--- src/sv/fcp_pkg.sv ---
package fcp_pkg;

  localparam int MulW = 34;
  localparam int ProdW = 2 * MulW;

  localparam int Deg90 = 11520;
  localparam int Deg180 = 23040;
  localparam int Deg360 = 46080;
  localparam int PitchLimit = 11392;
  localparam int Unit = 16384;
  localparam int PosMax = 8388607;
  localparam int PosMin = -8388608;
  localparam int YawBias = 5760;

  localparam logic [MulW-1:0] RadPerDeg = 34'd74961321;
  localparam logic [13:0] ModStep = 14'd45;

  localparam logic [15:0] SpeedReset = 16'd640;
  localparam logic [15:0] SensReset = 16'd6554;

  localparam logic [1:0] RegSpeed = 2'd0;
  localparam logic [1:0] RegSens = 2'd1;
  localparam logic [1:0] RegUnused = 2'd3;

  // series divisors 72, 42, 20, 6 and floor(2^32 / d)
  localparam logic [MulW-1:0] DivD [4] = '{34'd72, 34'd42, 34'd20, 34'd6};
  localparam logic [MulW-1:0] DivM [4] =
    '{34'd59652323, 34'd102261126, 34'd214748364, 34'd715827882};

  typedef enum logic [4:0] {
    ST_IDLE, ST_MV_VEL, ST_MV_VELW, ST_MV_KEY, ST_MV_MUL, ST_MV_ADD,
    ST_LK_DX, ST_LK_DY, ST_LK_ANG, ST_LK_MOD, ST_LK_YAW,
    ST_SN_RED, ST_SN_X, ST_SN_XS, ST_SN_SQ, ST_SN_SQS,
    ST_DV_RCP, ST_DV_Q, ST_DV_CHK, ST_DV_FIX, ST_DV_TN, ST_DV_TNS,
    ST_SN_S, ST_SN_SS, ST_VC_MUL, ST_VC_ST, ST_DONE
  } state_t;

endpackage

--- src/sv/fcp_mul.sv ---
module fcp_mul (
  input  logic                                clk,
  input  logic signed [fcp_pkg::MulW-1:0]     a,
  input  logic signed [fcp_pkg::MulW-1:0]     b,
  output logic signed [fcp_pkg::ProdW-1:0]    prod
);

  always_ff @(posedge clk) begin
    prod <= a * b;
  end

endmodule

--- src/sv/fly_camera_pose_update.sv ---
// Channel   | Dir | Payload
// s_*       | in  | tuser: operation; tdata: key_mask, delta_time, x_offset, y_offset
// m_*       | out | tdata: pos xyz, front xyz, right xyz, up xyz
// cfg_*     | in  | index 0 movement_speed, 1 mouse_sensitivity
// One request at a time through a single shared 34x34 multiplier and a sequencer.
// Move: a speed by delta_time product, then a multiply-add on each axis per pressed key.
// Look: four sine evaluations on the shared multiplier.
// The result waits in an output register; a new request is taken meanwhile.
// rst is synchronous and restores the initial pose and register values.
module fly_camera_pose_update (
  input  logic         clk,
  input  logic         rst,
  input  logic         s_tvalid,
  output logic         s_tready,
  input  logic         s_tuser,   // operation
  input  logic [55:0]  s_tdata,   // key_mask, delta_time, x_offset, y_offset, zero pad
  output logic         m_tvalid,
  input  logic         m_tready,
  output logic [215:0] m_tdata,   // pos_x,y,z, front_x,y,z, right_x,y,z, up_x,y,z
  input  logic         cfg_we,
  input  logic [1:0]   cfg_index,
  input  logic [15:0]  cfg_data
);

  localparam int MW = fcp_pkg::MulW;
  localparam int PW = fcp_pkg::ProdW;

  fcp_pkg::state_t state, state_next;

  logic [15:0] speed, sens;
  logic [5:0] keys;
  logic [15:0] dt;
  logic signed [15:0] xo, yo;
  logic [31:0] vel;
  logic [2:0] k;
  logic [1:0] i, dv, j, vi;
  logic [2:0] cnt;
  logic signed [23:0] pos [3];
  logic signed [15:0] yaw;
  logic signed [14:0] pitch;
  logic signed [15:0] front [3];
  logic signed [15:0] right [3];
  logic signed [15:0] up [3];
  logic signed [15:0] sv [4];
  logic signed [23:0] dx;
  logic [13:0] u;
  logic [9:0] low10;
  logic [13:0] r;
  logic neg;
  logic [30:0] x, t;
  logic [31:0] x2, n, qe;

  logic signed [MW-1:0] ma, mb;
  logic signed [PW-1:0] prod;
  logic out_load;

  fcp_mul u_mul (.clk(clk), .a(ma), .b(mb), .prod(prod));

  // move datapath
  logic signed [15:0] mv_vec;
  logic mv_neg;
  logic signed [PW-1:0] mv_sum;
  logic signed [18:0] mv_d;
  logic signed [25:0] mv_p;
  logic signed [23:0] mv_sat;

  always_comb begin
    case (k[2:1])
      2'd0: mv_vec = front[i];
      2'd1: mv_vec = right[i];
      default: mv_vec = up[i];
    endcase
    mv_neg = k inside {3'd1, 3'd2, 3'd5};
    mv_sum = prod + PW'(64'sd536870912);
    mv_d = mv_sum[48:30];
    mv_p = mv_neg ? (26'(pos[i]) - 26'(mv_d)) : (26'(pos[i]) + 26'(mv_d));
    if (mv_p > 26'(fcp_pkg::PosMax)) mv_sat = 24'(fcp_pkg::PosMax);
    else if (mv_p < 26'(fcp_pkg::PosMin)) mv_sat = 24'(fcp_pkg::PosMin);
    else mv_sat = mv_p[23:0];
  end

  // look datapath
  logic signed [PW-1:0] lk_sum;
  logic signed [23:0] lk_d;
  logic signed [24:0] lk_y, lk_p;
  logic signed [14:0] lk_pc;
  logic [13:0] mod_sub;

  always_comb begin
    lk_sum = prod + PW'(256);
    lk_d = lk_sum[32:9];
    lk_y = 25'(yaw) + 25'(dx) + 25'(fcp_pkg::Deg180);
    lk_p = 25'(pitch) + 25'(lk_d);
    if (lk_p > 25'(fcp_pkg::PitchLimit)) lk_pc = 15'(fcp_pkg::PitchLimit);
    else if (lk_p < -25'(fcp_pkg::PitchLimit)) lk_pc = -15'(fcp_pkg::PitchLimit);
    else lk_pc = lk_p[14:0];
    mod_sub = fcp_pkg::ModStep << cnt;
  end

  // sine reduction, quotient correction and result rounding
  logic signed [16:0] sn_a;
  logic [15:0] sn_m;
  logic [1:0] sn_q;
  logic [15:0] sn_r;
  logic [63:0] dv_q;
  logic [16:0] sn_s2;
  logic [15:0] sn_cap;

  always_comb begin
    case (j)
      2'd0: sn_a = 17'(yaw);
      2'd1: sn_a = 17'(yaw) + 17'(fcp_pkg::Deg90);
      2'd2: sn_a = 17'(pitch);
      default: sn_a = 17'(pitch) + 17'(fcp_pkg::Deg90);
    endcase
    sn_m = sn_a[16] ? 16'(sn_a + 17'(fcp_pkg::Deg360)) : sn_a[15:0];
    if (sn_m >= 16'(3 * fcp_pkg::Deg90)) sn_q = 2'd3;
    else if (sn_m >= 16'(fcp_pkg::Deg180)) sn_q = 2'd2;
    else if (sn_m >= 16'(fcp_pkg::Deg90)) sn_q = 2'd1;
    else sn_q = 2'd0;
    sn_r = sn_m - 16'(sn_q) * 16'(fcp_pkg::Deg90);
    if (sn_q[0]) sn_r = 16'(fcp_pkg::Deg90) - sn_r;
    dv_q = ({32'd0, n} >= 64'(prod)) ? 64'(qe) + 64'd1 : 64'(qe);
    sn_s2 = 17'((prod[61:30] + 32'd32768) >> 16);
    sn_cap = (sn_s2 > 17'(fcp_pkg::Unit)) ? 16'(fcp_pkg::Unit) : sn_s2[15:0];
  end

  // next state
  always_comb begin
    state_next = state;
    case (state)
      fcp_pkg::ST_IDLE:
        if (s_tvalid) state_next = s_tuser ? fcp_pkg::ST_LK_DX : fcp_pkg::ST_MV_VEL;
      fcp_pkg::ST_MV_VEL: state_next = fcp_pkg::ST_MV_VELW;
      fcp_pkg::ST_MV_VELW: state_next = fcp_pkg::ST_MV_KEY;
      fcp_pkg::ST_MV_KEY: begin
        if (k == 3'd6) state_next = fcp_pkg::ST_DONE;
        else if (keys[k]) state_next = fcp_pkg::ST_MV_MUL;
      end
      fcp_pkg::ST_MV_MUL: state_next = fcp_pkg::ST_MV_ADD;
      fcp_pkg::ST_MV_ADD:
        state_next = (i == 2'd2) ? fcp_pkg::ST_MV_KEY : fcp_pkg::ST_MV_MUL;
      fcp_pkg::ST_LK_DX: state_next = fcp_pkg::ST_LK_DY;
      fcp_pkg::ST_LK_DY: state_next = fcp_pkg::ST_LK_ANG;
      fcp_pkg::ST_LK_ANG: state_next = fcp_pkg::ST_LK_MOD;
      fcp_pkg::ST_LK_MOD: if (cnt == 3'd0) state_next = fcp_pkg::ST_LK_YAW;
      fcp_pkg::ST_LK_YAW: state_next = fcp_pkg::ST_SN_RED;
      fcp_pkg::ST_SN_RED: state_next = fcp_pkg::ST_SN_X;
      fcp_pkg::ST_SN_X: state_next = fcp_pkg::ST_SN_XS;
      fcp_pkg::ST_SN_XS: state_next = fcp_pkg::ST_SN_SQ;
      fcp_pkg::ST_SN_SQ: state_next = fcp_pkg::ST_SN_SQS;
      fcp_pkg::ST_SN_SQS: state_next = fcp_pkg::ST_DV_RCP;
      fcp_pkg::ST_DV_RCP: state_next = fcp_pkg::ST_DV_Q;
      fcp_pkg::ST_DV_Q: state_next = fcp_pkg::ST_DV_CHK;
      fcp_pkg::ST_DV_CHK: state_next = fcp_pkg::ST_DV_FIX;
      fcp_pkg::ST_DV_FIX:
        state_next = (dv == 2'd3) ? fcp_pkg::ST_SN_S : fcp_pkg::ST_DV_TN;
      fcp_pkg::ST_DV_TN: state_next = fcp_pkg::ST_DV_TNS;
      fcp_pkg::ST_DV_TNS: state_next = fcp_pkg::ST_DV_RCP;
      fcp_pkg::ST_SN_S: state_next = fcp_pkg::ST_SN_SS;
      fcp_pkg::ST_SN_SS:
        state_next = (j == 2'd3) ? fcp_pkg::ST_VC_MUL : fcp_pkg::ST_SN_RED;
      fcp_pkg::ST_VC_MUL: state_next = fcp_pkg::ST_VC_ST;
      fcp_pkg::ST_VC_ST:
        state_next = (vi == 2'd3) ? fcp_pkg::ST_DONE : fcp_pkg::ST_VC_MUL;
      fcp_pkg::ST_DONE: if (!m_tvalid || m_tready) state_next = fcp_pkg::ST_IDLE;
      default: state_next = fcp_pkg::ST_IDLE;
    endcase
  end

  // outputs and multiplier operands
  always_comb begin
    s_tready = (state == fcp_pkg::ST_IDLE);
    out_load = (state == fcp_pkg::ST_DONE) && (!m_tvalid || m_tready);
    ma = '0;
    mb = '0;
    case (state)
      fcp_pkg::ST_MV_VEL: begin
        ma = MW'(speed);
        mb = MW'(dt);
      end
      fcp_pkg::ST_MV_MUL: begin
        ma = MW'(mv_vec);
        mb = MW'(vel);
      end
      fcp_pkg::ST_LK_DX: begin
        ma = MW'(xo);
        mb = MW'(sens);
      end
      fcp_pkg::ST_LK_DY: begin
        ma = MW'(yo);
        mb = MW'(sens);
      end
      fcp_pkg::ST_SN_X: begin
        ma = MW'(r);
        mb = fcp_pkg::RadPerDeg;
      end
      fcp_pkg::ST_SN_SQ: begin
        ma = MW'(x);
        mb = MW'(x);
      end
      fcp_pkg::ST_DV_RCP: begin
        ma = MW'(n);
        mb = fcp_pkg::DivM[dv];
      end
      fcp_pkg::ST_DV_CHK: begin
        ma = MW'(33'(qe) + 33'd1);
        mb = fcp_pkg::DivD[dv];
      end
      fcp_pkg::ST_DV_TN: begin
        ma = MW'(x2);
        mb = MW'(t);
      end
      fcp_pkg::ST_SN_S: begin
        ma = MW'(x);
        mb = MW'(t);
      end
      fcp_pkg::ST_VC_MUL: begin
        case (vi)
          2'd0: begin ma = MW'(sv[1]);  mb = MW'(sv[3]); end
          2'd1: begin ma = MW'(sv[0]);  mb = MW'(sv[3]); end
          2'd2: begin ma = -MW'(sv[1]); mb = MW'(sv[2]); end
          default: begin ma = -MW'(sv[0]); mb = MW'(sv[2]); end
        endcase
      end
      default: begin
        ma = '0;
        mb = '0;
      end
    endcase
  end

  function automatic logic signed [15:0] mv_vc_round(input logic signed [PW-1:0] p);
    logic signed [PW-1:0] s;
    s = p + PW'(8192);
    return s[29:14];
  endfunction

  always_ff @(posedge clk) begin
    if (rst) begin
      state <= fcp_pkg::ST_IDLE;
      speed <= fcp_pkg::SpeedReset;
      sens <= fcp_pkg::SensReset;
      pos[0] <= '0;
      pos[1] <= '0;
      pos[2] <= '0;
      yaw <= -16'(fcp_pkg::Deg90);
      pitch <= '0;
      front[0] <= '0;
      front[1] <= '0;
      front[2] <= -16'(fcp_pkg::Unit);
      right[0] <= 16'(fcp_pkg::Unit);
      right[1] <= '0;
      right[2] <= '0;
      up[0] <= '0;
      up[1] <= 16'(fcp_pkg::Unit);
      up[2] <= '0;
      m_tvalid <= 1'b0;
    end else begin
      state <= state_next;
      if (cfg_we) begin
        if (cfg_index == fcp_pkg::RegSpeed) speed <= cfg_data;
        else if (cfg_index == fcp_pkg::RegSens) sens <= cfg_data;
      end
      if (out_load) m_tvalid <= 1'b1;
      else if (m_tready) m_tvalid <= 1'b0;
      case (state)
        fcp_pkg::ST_MV_ADD: pos[i] <= mv_sat;
        fcp_pkg::ST_LK_ANG: pitch <= lk_pc;
        fcp_pkg::ST_LK_YAW:
          yaw <= 16'({u[5:0], low10}) - 16'(fcp_pkg::Deg180);
        fcp_pkg::ST_SN_SS: sv[j] <= neg ? -16'(sn_cap) : 16'(sn_cap);
        fcp_pkg::ST_VC_ST: begin
          case (vi)
            2'd0: front[0] <= mv_vc_round(prod);
            2'd1: front[2] <= mv_vc_round(prod);
            2'd2: up[0] <= mv_vc_round(prod);
            default: begin
              up[2] <= mv_vc_round(prod);
              front[1] <= sv[2];
              right[0] <= -sv[0];
              right[1] <= '0;
              right[2] <= sv[1];
              up[1] <= sv[3];
            end
          endcase
        end
        default: ;
      endcase
    end
  end

  // working registers
  always_ff @(posedge clk) begin
    case (state)
      fcp_pkg::ST_IDLE: begin
        keys <= s_tdata[5:0];
        dt <= s_tdata[21:6];
        xo <= s_tdata[37:22];
        yo <= s_tdata[53:38];
      end
      fcp_pkg::ST_MV_VELW: begin
        vel <= prod[31:0];
        k <= '0;
      end
      fcp_pkg::ST_MV_KEY: begin
        i <= '0;
        if (k != 3'd6 && !keys[k]) k <= k + 3'd1;
      end
      fcp_pkg::ST_MV_ADD: begin
        if (i == 2'd2) k <= k + 3'd1;
        else i <= i + 2'd1;
      end
      fcp_pkg::ST_LK_DY: dx <= lk_d;
      fcp_pkg::ST_LK_ANG: begin
        u <= 14'(lk_y[24:10] + 15'(fcp_pkg::YawBias));
        low10 <= lk_y[9:0];
        cnt <= 3'd7;
      end
      fcp_pkg::ST_LK_MOD: begin
        if (u >= mod_sub) u <= u - mod_sub;
        cnt <= cnt - 3'd1;
      end
      fcp_pkg::ST_LK_YAW: j <= '0;
      fcp_pkg::ST_SN_RED: begin
        r <= sn_r[13:0];
        neg <= sn_q[1];
      end
      fcp_pkg::ST_SN_XS: x <= prod[39:9];
      fcp_pkg::ST_SN_SQS: begin
        x2 <= prod[61:30];
        n <= prod[61:30];
        dv <= '0;
      end
      fcp_pkg::ST_DV_Q: qe <= prod[63:32];
      fcp_pkg::ST_DV_FIX: begin
        t <= 31'(32'h4000_0000 - dv_q[31:0]);
        if (dv != 2'd3) dv <= dv + 2'd1;
      end
      fcp_pkg::ST_DV_TNS: n <= prod[61:30];
      fcp_pkg::ST_SN_SS: begin
        j <= j + 2'd1;
        vi <= '0;
      end
      fcp_pkg::ST_VC_ST: vi <= vi + 2'd1;
      default: ;
    endcase
    if (out_load) begin
      m_tdata <= {up[2], up[1], up[0], right[2], right[1], right[0],
                  front[2], front[1], front[0], pos[2], pos[1], pos[0]};
    end
  end

endmodule

--- config.mk ---
export PLATFORM = sky130hd
export DESIGN_NAME = fly_camera_pose_update
export DESIGN_NICKNAME = d
export VERILOG_FILES = /design/src/sv/fcp_pkg.sv /design/src/sv/fcp_mul.sv /design/src/sv/fly_camera_pose_update.sv
export SDC_FILE = /design/constraint.sdc
export NUM_CORES = 2
export LEC_CHECK = 0
export CAP_MARGIN = 15
export CORE_MARGIN = 8
export CORE_UTILIZATION = 66
export DETAILED_ROUTE_END_ITERATION = 6
export DONT_BUFFER_PORTS = 1
export PLACE_DENSITY_LB_ADDON = 0.3
export SLEW_MARGIN = 0
export SYNTH_ARGS = -nofsm -noshare
export SYNTH_HDL_FRONTEND = slang
export SYNTH_SLANG_ARGS = --single-unit
--- constraint.sdc ---
create_clock -name clk -period 16.7 [get_ports clk]
set_input_delay 3.34 -clock clk [delete_from_list [all_inputs] [get_ports clk]]
set_output_delay 3.34 -clock clk [all_outputs]
set_load 0.01 [all_outputs]
After elaboration in Yosys (flattened, before gate mapping)
Memory sizes are Yosys's and may differ from the RTL's. A register that Yosys moved wholly into a read port is not among the register bits.
Cells that the tools add are included.
{ "classes": {"n_reduce_logical": 33, "shift": 1, "addsub": 30, "n_lt_le_gt_ge": 12, "n_mul": 2, "n_eq_ne": 51, "n_mux": 92, "n_bitwise": 11} }
{ "ops": {"columns": ["operator", "count"], "rows": [
  ["case mux 34 bit (10 select lines)", 1],
  ["case mux 34 bit (9 select lines)", 1],
  ["2-to-1 mux 16 bit", 12],
  ["2-to-1 mux 34 bit", 5],
  ["binary-select mux 34 bit (select 2 bit)", 2],
  ["case mux 5 bit (26 select lines)", 1],
  ["case mux 34 bit (3 select lines)", 1],
  ["2-to-1 mux 24 bit", 3],
  ["negator 16 -> 34 bit", 2],
  [">= comparator 32 x 64 -> 1 bit", 1],
  ["multiplier 34 x 34 -> 64 bit", 1],
  ["equality test 5 bit, second input constant", 11],
  ["case mux 17 bit (3 select lines)", 1],
  ["adder 49 x 31 -> 49 bit, second input constant", 1],
  ["equality test 5 x 4 -> 1 bit, second input constant", 8],
  ["adder 32 x 1 -> 33 bit, second input constant", 1],
  ["adder 33 x 10 -> 33 bit, second input constant", 1],
  ["adder 32 x 16 -> 32 bit, second input constant", 1],
  ["negator 16 bit", 2],
  ["case mux 16 bit (2 select lines)", 1],
  ["adder 31 x 1 -> 31 bit, second input constant", 1],
  ["2-to-1 mux 31 bit", 1],
  ["subtractor 31 bit, first input constant", 1],
  ["adder 30 x 15 -> 30 bit, second input constant", 1],
  ["67 further kinds", 171]
]} }
{ "word_totals": {"reg_bits": 454, "n_memories": 5, "in_bits": 80, "ramBits": 280, "output_inout_bits": 218, "word_cells": 265} }
{ "mem_list": {"columns": ["name", "depth", "word_bits", "rd", "rd_clocked_by_memory_dff", "wr", "line_no", "text"], "rows": [
  ["pos", 3, 24, 4, 4, 3, "fly_camera_pose_update.sv:38", "logic signed [23:0] pos [3];"],
  ["sv", 4, 16, 4, 0, 1, "fly_camera_pose_update.sv:44", "logic signed [15:0] sv [4];"],
  ["front", 3, 16, 4, 4, 3, "fly_camera_pose_update.sv:41", "logic signed [15:0] front [3];"],
  ["right", 3, 16, 4, 4, 3, "fly_camera_pose_update.sv:42", "logic signed [15:0] right [3];"],
  ["up", 3, 16, 4, 4, 3, "fly_camera_pose_update.sv:43", "logic signed [15:0] up [3];"]
]} }

Logic depth before layout (Yosys ltp)
{ "depth": {"word_depth": 12, "depth_mapped": 44, "ltp_nobuf": 42} }

By module
From an unflattened synthesis, not the netlist that was laid out.
{ "hier_totals": {"cells_unflattened": 8566, "hier_area_um2": 88551.2} }
{ "modules_own_cells": {"columns": ["mod", "area_each_um2", "cells_per_inst", "seq_area_each_um2", "n_inst"], "rows": [
  ["fly_camera_pose_update", 45412.3, 3945, 25714.7, 1],
  ["fcp_mul", 43138.9, 4621, 1361.3, 1]
]} }

Least setup slack after synthesis
Ideal clock, no wire load.
{ "synth_timing": {"path_type": "input port to flip-flop", "from": "input m_tready", "to": "register m_tdata[0] (read register of pos), enable pin", "t_arrival_ps": 12252, "required_ps": 15916, "stages": 2, "setup_time_ps": 784, "slack_ps": 3664, "n_path_buf": 0, "path_cell_list": "nand2b_1 -> nor2b_1"} }
{ "synth_via": {"elab_chain_cells": 2} }
{ "synth_lines": {"columns": ["item", "line_no", "text"], "rows": [
  ["start: declaration", "fly_camera_pose_update.sv:18", "input logic m_tready,"],
  ["logical OR 1 bit", "fly_camera_pose_update.sv:174", "out_load = (state == fcp_pkg::ST_DONE) && (!m_tvalid || m_tready);"],
  ["logical AND 1 bit", "fly_camera_pose_update.sv:174", null],
  ["via out_load", "fly_camera_pose_update.sv:55", "logic out_load;"],
  ["end: declaration", "fly_camera_pose_update.sv:19", "output logic [215:0] m_tdata,"]
]} }
The timed path passes the listed nets, and every way through them passes these cells.
A chain may end at the register's enable or synchronous reset.

==> flow_summary_export.csv <==
group,metric,value,unit
outcome,status,"complete, but fails checks",
outcome,violations,"design-rule violations",
place,gp_congestion,1.01,
critical_path,rr_worst_depth,37,
critical_path,critPathTopFamily,"adder cells",
place,place_area,0.0885,mm^2
critical_path,startpoint_type,"flop",
global_routing,grt_max_degree,82,
global_routing,gr-total-overflow,0,
drt,wirelength,283,mm
cells_and_area,design_area,0.0916,mm^2
timing,tightestPinTransition,1250,ps
critical_path,cp.depth,37,
timing,min_period,13300,ps
timing,setup_viol,0,
timing,fin_crit_sh,0.797,
worst_hold_path,hp-class,"reg2reg",
synth,synth_top_area_frac,0.281,
timing,hold_ws,434,ps
global_routing,track_usage,0.394,
critical_path,critPathCapture,"u_mul.prod[60]",
drt,drt_iter0_markers,8003,
critical_path,critPathCaptureType,"flop",
critical_path,r2r_slack,3400,ps
power,p_total,11.7,mW
synth,syn_inst,8545,
cells_and_area,fin_util,0.700,
clock_tree,cts_tree,"built",
clock_tree,clockBufferDepth,3,
run,cap_violations,0,
power,switching_share,0.480,
power,pwr-share-comb,0.548,
cells_and_area,drive_gt1_frac,0.0603,
power,clock_power_share,0.181,
floorplanning,core_area,0.131,mm^2
critical_path,regToRegEndpoint,"u_mul.prod[60]",
global_routing,grt_pass1_vias,66500,
synth,synth_flop_cell,"edfxtp_1",
floorplanning,num_rows,133,
critical_path,reg2reg_from,"sv[1][5]",
power,p_sw,5.60,mW
drt,drc_errors,9,
clock_tree,cts_buffers,92,
floorplanning,fp.dieW,378,um
clock_tree,root_buffer,"clkbuf_16",
synth,yosysSeqAreaShare,0.312,
cells_and_area,final_cells,10200,
timing,setup_slack,3400,ps
cells_and_area,final_common_cell,"inv_1",
place,preCtsSetupSlack,3680,ps
power,peakVddDrop,0.186,mV
clock_tree,post_cts_buffers,0,
place,io_buffers,0,
synth,ys_types,109,
critical_path,worstPathRequired,17340,ps
synth,yosys.area.top_type,"edfxtp_1",
clock_tree,post_cts_resize_count,0,
timing,fin_setup_tns,0,ps
synth,synth-seq-cells,944,
critical_path,criticalPathCategory,"reg2reg",
synth,netlist_top_cells_area,"edfxtp_1 (28%), fa_1 (28%), inv_1 (6.3%)",
worst_hold_path,hold_path_depth,0,
critical_path,worstPathMaxFanout,22,
critical_path,cp_slowest_cell,"and3_2",
critical_path,critical_path.startpoint,"sv[1][5]",
timing,max_slew_margin,0.162,
global_routing,grt_pass1_wl,417,mm
critical_path,cp_common_cell,"fa_1",
critical_path,critical-path-max-stage-delay,900,ps
power,power.leakage,40.3,nW
floorplanning,start_util,0.661,
power,cell_internal_pwr,6.07,mW
timing,fin_skew,52.8,ps
cells_and_area,layout_common_cells,"inv_1 (1,458), fa_1 (1,197), nor2_1 (1,006), nand2_1 (852), edfxtp_1 (809)",
cells_and_area,num-nets-final,10100,
synth,yosys_warnings,0,
synth,async_reset_ff_frac,0,
floorplanning,die_h,378,um
drt,via_count,65200,
drt,first_pass_iters,7,
power,seqPwrFrac,0.271,
clock_tree,clk_pin_slew,70,ps
timing,hold_viol,0,
clock_tree,htreeDepth,3,
clock_tree,clock-sinks,944,
critical_path,path_buf_inv,5,
drt,routedWlPerCell,27.6,um
synth,synth_edf_count,809,
place,numPlacedInstances,10100,
cells_and_area,syn2layout_area_growth,5.91,%
clock_tree,worstSkewPairLatency,710,ps
synth,syn_area_per_cell,10.1,um^2
power,pwr_density_cell,127,mW/mm^2
synth,syn_area,0.0865,mm^2
timing,rsz0062_at_grt,"no",
timing,final-max-slew-violation-count,0,
floorplanning,dieArea,0.143,mm^2
drt,vias_per_cell,6.36,
global_routing,antenna_found_initial,18,
critical_path,cp.arrival,13940,ps
timing,fmax,75.2,MHz
clock_tree,cts-hold-fix-buffers,0,
floorplanning,pin_count,298,
place,dp_hpwl,217,mm
drt,postRouteAntennaNets,0,
-- worst min-delay path by stage --
stage	start	to	slack, ps
after CTS	u_mul.prod[6]	vel[6]	440
final	u_mul.prod[6]	vel[6]	430
after floorplan	u_mul.prod[1]	vel[1]	410
after global routing	front[2][2]	m_tdata[106]	450
after detailed placement	u_mul.prod[6]	vel[6]	420
after global placement	u_mul.prod[6]	vel[6]	420
-- routing by layer --
layer  vias up  track usage  share of wire
li1      27300            -              -
met1     32500        0.489           0.35
met2      4380        0.612           0.45
met3      1026        0.114           0.13
met4        10        0.247          0.078
met5         -            0        0.00027
-- synth_stat cells (34+ instances only) --
library cell	count
a21o_1	107
a21oi_1	290
a221oi_1	39
a222oi_1	34
a22oi_1	77
and2_1	74
and3_1	90
buf_2	46
clkbuf_1	331
dfxtp_1	135
edfxtp_1	809
fa_1	1197
ha_1	389
inv_1	1458
mux2i_1	51
nand2_1	854
nand2b_1	78
nand3_1	113
nand4_1	57
nor2_1	1016
nor3_1	84
o21ai_0	160
or2_2	40
xnor2_1	267
xor2_1	118
-- sequential cells by signal, indices dropped and copies added, names as in the netlist, 24 cells and up, named ones only --
signal	cells
dx	24
front	48
m_tdata	200
n	32
pos	96
qe	32
right	32
sv	64
t	31
u_mul.prod	64
up	48
vel	32
x	31
x2	32
-- final cells by class --
cell class                      instances  area (um^2)
Tap cell                             1755         2200
Multi-Input combinational cell       5718        52500
Clock inverter                         44          479
Inverter                             1463         5490
Clock buffer                          124         2520
Fill cell                            9712        39200
Antenna cell                           23         57.6
Sequential cell                       944        27000
Timing Repair Buffer                  177         1350
-- worst register-to-register path, delay by kind of cell, from the launching register on --
kind	cells	cell delay, ps
compound gates	12	4160
simple gates	9	3590
xor+xnor	1	130
buf+inv	5	310
fa+ha+maj	10	4600
flops	1	530
-- power groups by stage --
stage / Sequential, mW / Combinational, mW / Clock (mW)
final: 3.16 / 6.39 / 2.12
after CTS: 3.14 / 6.20 / 2.11
after global placement: 3.19 / 5.98 / 0
after global routing: 3.16 / 6.85 / 2.20
after floorplan: 3.03 / 4.11 / 0
after detailed placement: 3.19 / 6.14 / 0
-- kinds of logic after synthesis --
kind of cell             Yosys count  synth area share
XOR/XNOR                         385            0.0390
buffers and inverters           1898            0.0846
AND/OR/NAND/NOR                 2598             0.134
AO/OA/AOI/OAI                   1030            0.0810
adder cells (fa/ha/maj)         1591             0.334
multiplexers                      98            0.0153
flip-flops                       944             0.312
other                              1         0.0000434
Note: power is estimated with default switching activity, not from simulation.
